==> src/rtl/core/rau_pkg.sv <==
`default_nettype none
package rau_pkg;
	localparam int WORD_BITS = 32;
	localparam int WIDE_BITS = 2 * WORD_BITS + 1;
	localparam int WCNT_BITS = $clog2(WIDE_BITS + 1);

	typedef enum logic [2:0] {
		KIND_ADD = 3'd0,
		KIND_SUB = 3'd1,
		KIND_MUL = 3'd2,
		KIND_DIV = 3'd3,
		KIND_TRUNC = 3'd4
	} kind_t;

	typedef enum logic [1:0] {
		ST_OK = 2'd0,
		ST_ZERO_DEN = 2'd1,
		ST_RANGE = 2'd2
	} status_t;

	// one classified item passed from front to back
	typedef struct packed {
		logic [2:0] kind;
		logic [1:0] status;
		logic a_neg;
		logic [WORD_BITS-1:0] a_num;
		logic ad_neg;
		logic [WORD_BITS-1:0] a_den;
		logic b_neg;
		logic [WORD_BITS-1:0] b_num;
		logic bd_neg;
		logic [WORD_BITS-1:0] b_den;
	} item_t;

	// magnitude of a word taken from its low WORD_BITS bits
	function automatic logic [WORD_BITS-1:0] mag_of(input logic [31:0] raw);
		logic [WORD_BITS-1:0] v;
		v = raw[WORD_BITS-1:0];
		return v[WORD_BITS-1] ? (~v + 1'b1) : v;
	endfunction
endpackage
`default_nettype wire

==> src/rtl/core/rau_front.sv <==
`default_nettype none
// accepts commands, takes operand magnitudes and flags bad denominators, unknown kinds and divide by zero
module rau_front (
	input wire logic start,
	output logic busy,
	input wire logic [2:0] kind,
	input wire logic signed [31:0] a_num,
	input wire logic signed [31:0] a_den,
	input wire logic signed [31:0] b_num,
	input wire logic signed [31:0] b_den,
	output logic q_push,
	output rau_pkg::item_t q_item,
	input wire logic q_full
);
	logic [rau_pkg::WORD_BITS-1:0] am, adm, bm, bdm;
	logic bad;

	assign busy = q_full;
	assign q_push = start && !q_full;
	assign am = rau_pkg::mag_of(a_num);
	assign adm = rau_pkg::mag_of(a_den);
	assign bm = rau_pkg::mag_of(b_num);
	assign bdm = rau_pkg::mag_of(b_den);

	// classification of illegal commands
	always_comb begin
		bad = 1'b0;
		if (kind > rau_pkg::KIND_TRUNC || adm == '0) begin
			bad = 1'b1;
		end else if (kind != rau_pkg::KIND_TRUNC && bdm == '0) begin
			bad = 1'b1;
		end else if (kind == rau_pkg::KIND_DIV && bm == '0) begin
			bad = 1'b1;
		end
	end

	// item packing
	always_comb begin
		q_item.kind = kind;
		q_item.status = bad ? rau_pkg::ST_ZERO_DEN : rau_pkg::ST_OK;
		q_item.a_num = am;
		q_item.a_neg = (am != '0) && a_num[rau_pkg::WORD_BITS-1];
		q_item.a_den = adm;
		q_item.ad_neg = a_den[rau_pkg::WORD_BITS-1];
		q_item.b_num = bm;
		q_item.b_neg = (bm != '0) && b_num[rau_pkg::WORD_BITS-1];
		q_item.b_den = bdm;
		q_item.bd_neg = b_den[rau_pkg::WORD_BITS-1];
	end
endmodule
`default_nettype wire

==> config.mk <==
export PLATFORM = sky130hd
export DESIGN_NAME = rau_front
export DESIGN_NICKNAME = d
export VERILOG_FILES = /design/src/rtl/core/rau_pkg.sv /design/src/rtl/core/rau_front.sv
export SDC_FILE = /design/constraint.sdc
export NUM_CORES = 1
export LEC_CHECK = 0
export BUFFER_PORTS_ARGS = -buffer_cell sky130_fd_sc_hd__buf_2
export CORE_AREA = 2 2 104 106
export DETAILED_ROUTE_END_ITERATION = 8
export DIE_AREA = 0 0 106 108
export GPL_TIMING_DRIVEN = 0
export MAX_ROUTING_LAYER = met4
export PLACE_DENSITY_LB_ADDON = 0.12
export SETUP_SLACK_MARGIN = 0.3
export SYNTH_ARGS = -nofsm -noshare
export SYNTH_HDL_FRONTEND = slang
export SYNTH_SLANG_ARGS = --single-unit
==> constraint.sdc <==
create_clock -name vclk -period 3.6
set_input_delay 0.18 -clock vclk [all_inputs]
set_output_delay 0.18 -clock vclk [all_outputs]
set_load 0.1 [all_outputs]
==> flow_metrics.tcl <==
set metrics [dict create \
    status "finished, final reports clean" \
    place_congestion 0.959 \
    worst_path_max_delay_cell "sky130_fd_sc_hd__or4_4" \
    num-nets-final 928 \
    crit_path_start "b_num[12]" \
    share_seq_of_total_power_pct 0 \
    power_frac_comb_pct 100.0 \
    relSlewSlack_pct 59.3 \
    synth_area_leader_cell "sky130_fd_sc_hd__xnor2_1" \
    p_sw_w 0.00151 \
    synth-warning-count 0 \
    critical_path.max_stage_delay_ps 550 \
    synth_nets 657 \
    layout.cells.most_common "sky130_fd_sc_hd__buf_2" \
    p_int_w 0.000365 \
    distinct_cells_synth 56 \
    final_antenna_net_count 0 \
    arrival_ps 3040 \
    drtPass1Iterations 5 \
    io_pins 272 \
    timing.fmax_ghz 0.310 \
    post-synth-top-area-fraction_pct 24.5 \
    via_count 5284 \
    vias_per_cell 5.70 \
    die_width_microns 106 \
    cts.hold.buffers_added 0 \
    power.share.clock_pct 0 \
    avgSynthCellArea_sq_um 6.82 \
    hp-class "primary input to output port" \
    critPathRequiredTime_ps 3420 \
    path_max_fanout 7 \
    final.setup.worst_slack_ps 379 \
    worstPathCellList "buf_2 > or4_4 > or4_4 > buf_8 > o31ai_4 > xnor2_4 > nor4_4 > and4_4 > nand4_1 > nand4_1 > buf_8 > buf_12" \
    number_of_antenna_violations_at_the_first_check_in_global_routing 2 \
    power.switching_fraction_pct 80.5 \
    design.core.area_sq_um 10200 \
    io_buffer_count 264 \
    dp_slack_ps -227 \
    synth.area.top_cells "sky130_fd_sc_hd__xnor2_1, sky130_fd_sc_hd__o31ai_1, sky130_fd_sc_hd__o41ai_1" \
    timing.final.crit_share_pct 89.5 \
    drtIter0Drc 268 \
    wire_length_per_cell_after_detailed_routing_microns 16.8 \
    postPlaceCellArea_sq_um 5740 \
    worst_hold_slack_ps 744 \
    worstMarginPinSlew_ps 605 \
    drv_slew 0 \
    final_util_pct 58.7 \
    final.min_clock_period_ps 3220 \
    report.power.total_w 0.00187 \
    gr-usage-all-layers_pct 25.9 \
    seqCellArea_sq_um 0 \
    die_h_microns 108 \
    worstSetupEndpointType "output port" \
    layout.cells.most_common_list "sky130_fd_sc_hd__buf_2, sky130_fd_sc_hd__xnor2_1, sky130_fd_sc_hd__nand2_1" \
    path_delay_family "simple AND/OR/NAND/NOR gates" \
    cell_pwr_density_nw_per_um2 311 \
    fp.dieArea_sq_um 11400 \
    grt_start_max_net_pins 11 \
    critical_path_buf_inv_count 4 \
    hp-start "a_den[31]" \
    unrepaired_setup_endpoints_after_global_routing "true" \
    flops_and_latches 0 \
    nClkBuffers 0 \
    globalRouteOverflowTotal 0 \
    dp.final_hpwl_microns 13200 \
    ir_drop_uv 297 \
    initial_core_util_pct 34.7 \
    crit_path_kind "primary input to output port" \
    grt_pass1_vias 4996 \
    synth_area_sq_um 3550 \
    sequential_to_total_area_share_from_yosys_stat_pct 0 \
    timing_hold_violations_final 0 \
    wire_length_of_the_first_global_routing_pass_microns 24100 \
    post-route-drc-count 0 \
    drv.max_cap_violation_count 0 \
    final_area_sq_um 6000 \
    static_leakage_nw 2.41 \
    drive_above_1_share_pct 50.3 \
    synthesis.instances 520 \
    placementRows 37 \
    wirelength_microns 15500 \
    setup_viol 0 \
    area_growth_pct 69.3 \
    worst_setup_start_kind "primary input" \
]
==> cell usage after synthesis, types with 2 or more instances <==
cell / count
sky130_fd_sc_hd__or2_2: 5
sky130_fd_sc_hd__nor2_1: 23
sky130_fd_sc_hd__nor4b_1: 2
sky130_fd_sc_hd__or4_1: 22
sky130_fd_sc_hd__mux2i_1: 2
sky130_fd_sc_hd__o21a_1: 3
sky130_fd_sc_hd__buf_2: 2
sky130_fd_sc_hd__o31ai_2: 3
sky130_fd_sc_hd__or4b_2: 2
sky130_fd_sc_hd__or3_1: 18
sky130_fd_sc_hd__nor4_1: 30
sky130_fd_sc_hd__a21oi_1: 10
sky130_fd_sc_hd__nand2_1: 35
sky130_fd_sc_hd__nor3_1: 24
sky130_fd_sc_hd__or3_4: 2
sky130_fd_sc_hd__o31ai_1: 32
sky130_fd_sc_hd__nor2b_1: 4
sky130_fd_sc_hd__a31oi_1: 6
sky130_fd_sc_hd__nand2b_1: 12
sky130_fd_sc_hd__clkbuf_1: 20
sky130_fd_sc_hd__or4_4: 4
sky130_fd_sc_hd__a21boi_0: 3
sky130_fd_sc_hd__o41ai_1: 23
sky130_fd_sc_hd__ha_1: 4
sky130_fd_sc_hd__nand4_1: 10
sky130_fd_sc_hd__a41oi_1: 2
sky130_fd_sc_hd__xor2_1: 16
sky130_fd_sc_hd__nor3b_1: 2
sky130_fd_sc_hd__nand3_1: 13
sky130_fd_sc_hd__nor4_2: 2
sky130_fd_sc_hd__buf_4: 12
sky130_fd_sc_hd__nand4b_1: 5
sky130_fd_sc_hd__o21ai_0: 31
sky130_fd_sc_hd__a32oi_1: 2
sky130_fd_sc_hd__xnor2_1: 99
sky130_fd_sc_hd__inv_1: 15
==> layer usage <==
| metal | GRT usage [%] | wire length, microns | vias up |
|---|---|---|---|
| li1 | - | - | 2531 |
| met1 | 31.4 | 6130 | 2468 |
| met2 | 48.0 | 8070 | 257 |
| met3 | 2.41 | 1060 | 28 |
| met4 | 3.48 | 276 | 0 |
| met5 | - | 0 | - |
==> layout make-up <==
| class | count | area (sq um) |
|---|---|---|
| fillers | 967 | 4230 |
| repair buffers | 269 | 1380 |
| multi-input cells | 469 | 4160 |
| diodes | 2 | 5.00 |
| well taps | 136 | 170 |
| plain buffers | 35 | 238 |
| inverters | 16 | 60.1 |
==> power groups by stage <==
stage | combinational [W] | sequential [W] | clock, W
CTS | 0.00185 | 0 | 0
floorplan | 0.00149 | 0 | 0
global route | 0.00193 | 0 | 0.0000000000742
finish | 0.00187 | 0 | 0.0000000000743
detailed placement | 0.00184 | 0 | 0
global placement | 0.00183 | 0 | 0
==> final timing paths <==
| path | slack (ps) | endpoint | cells past startpoint |
|---|---|---|---|
| worst min-delay path | 740 | q_item[98] | 2 |
| worst max-delay path | 380 | q_item[132] | 12 |
==> what timing repair did <==
action	CTS	global route
buffers inserted	1	4
endpoints found under the setup margin	3	3
cloned	0	0
pin swaps	1	9
gates resized for setup	15	31
==> metrics by stage <==
stage	TNS, ps	cells
after floorplan	0	520
after global placement	-217	920
after detailed placement	-227	920
after CTS	0	921
after global routing	0	927
final	0	927
==> cells by family after synthesis <==
logic type | after synthesis | share of synthesized area [%]
AOI/OAI and AO/OA | 127 | 25.8
xor gates and xnor gates | 115 | 28.4
adders and majority gates | 4 | 1.41
buffers and inverters | 51 | 6.74
muxes | 3 | 0.882
other | 1 | 0.106
and+or+nand+nor | 219 | 36.6
(Power assumes the default switching activity.)
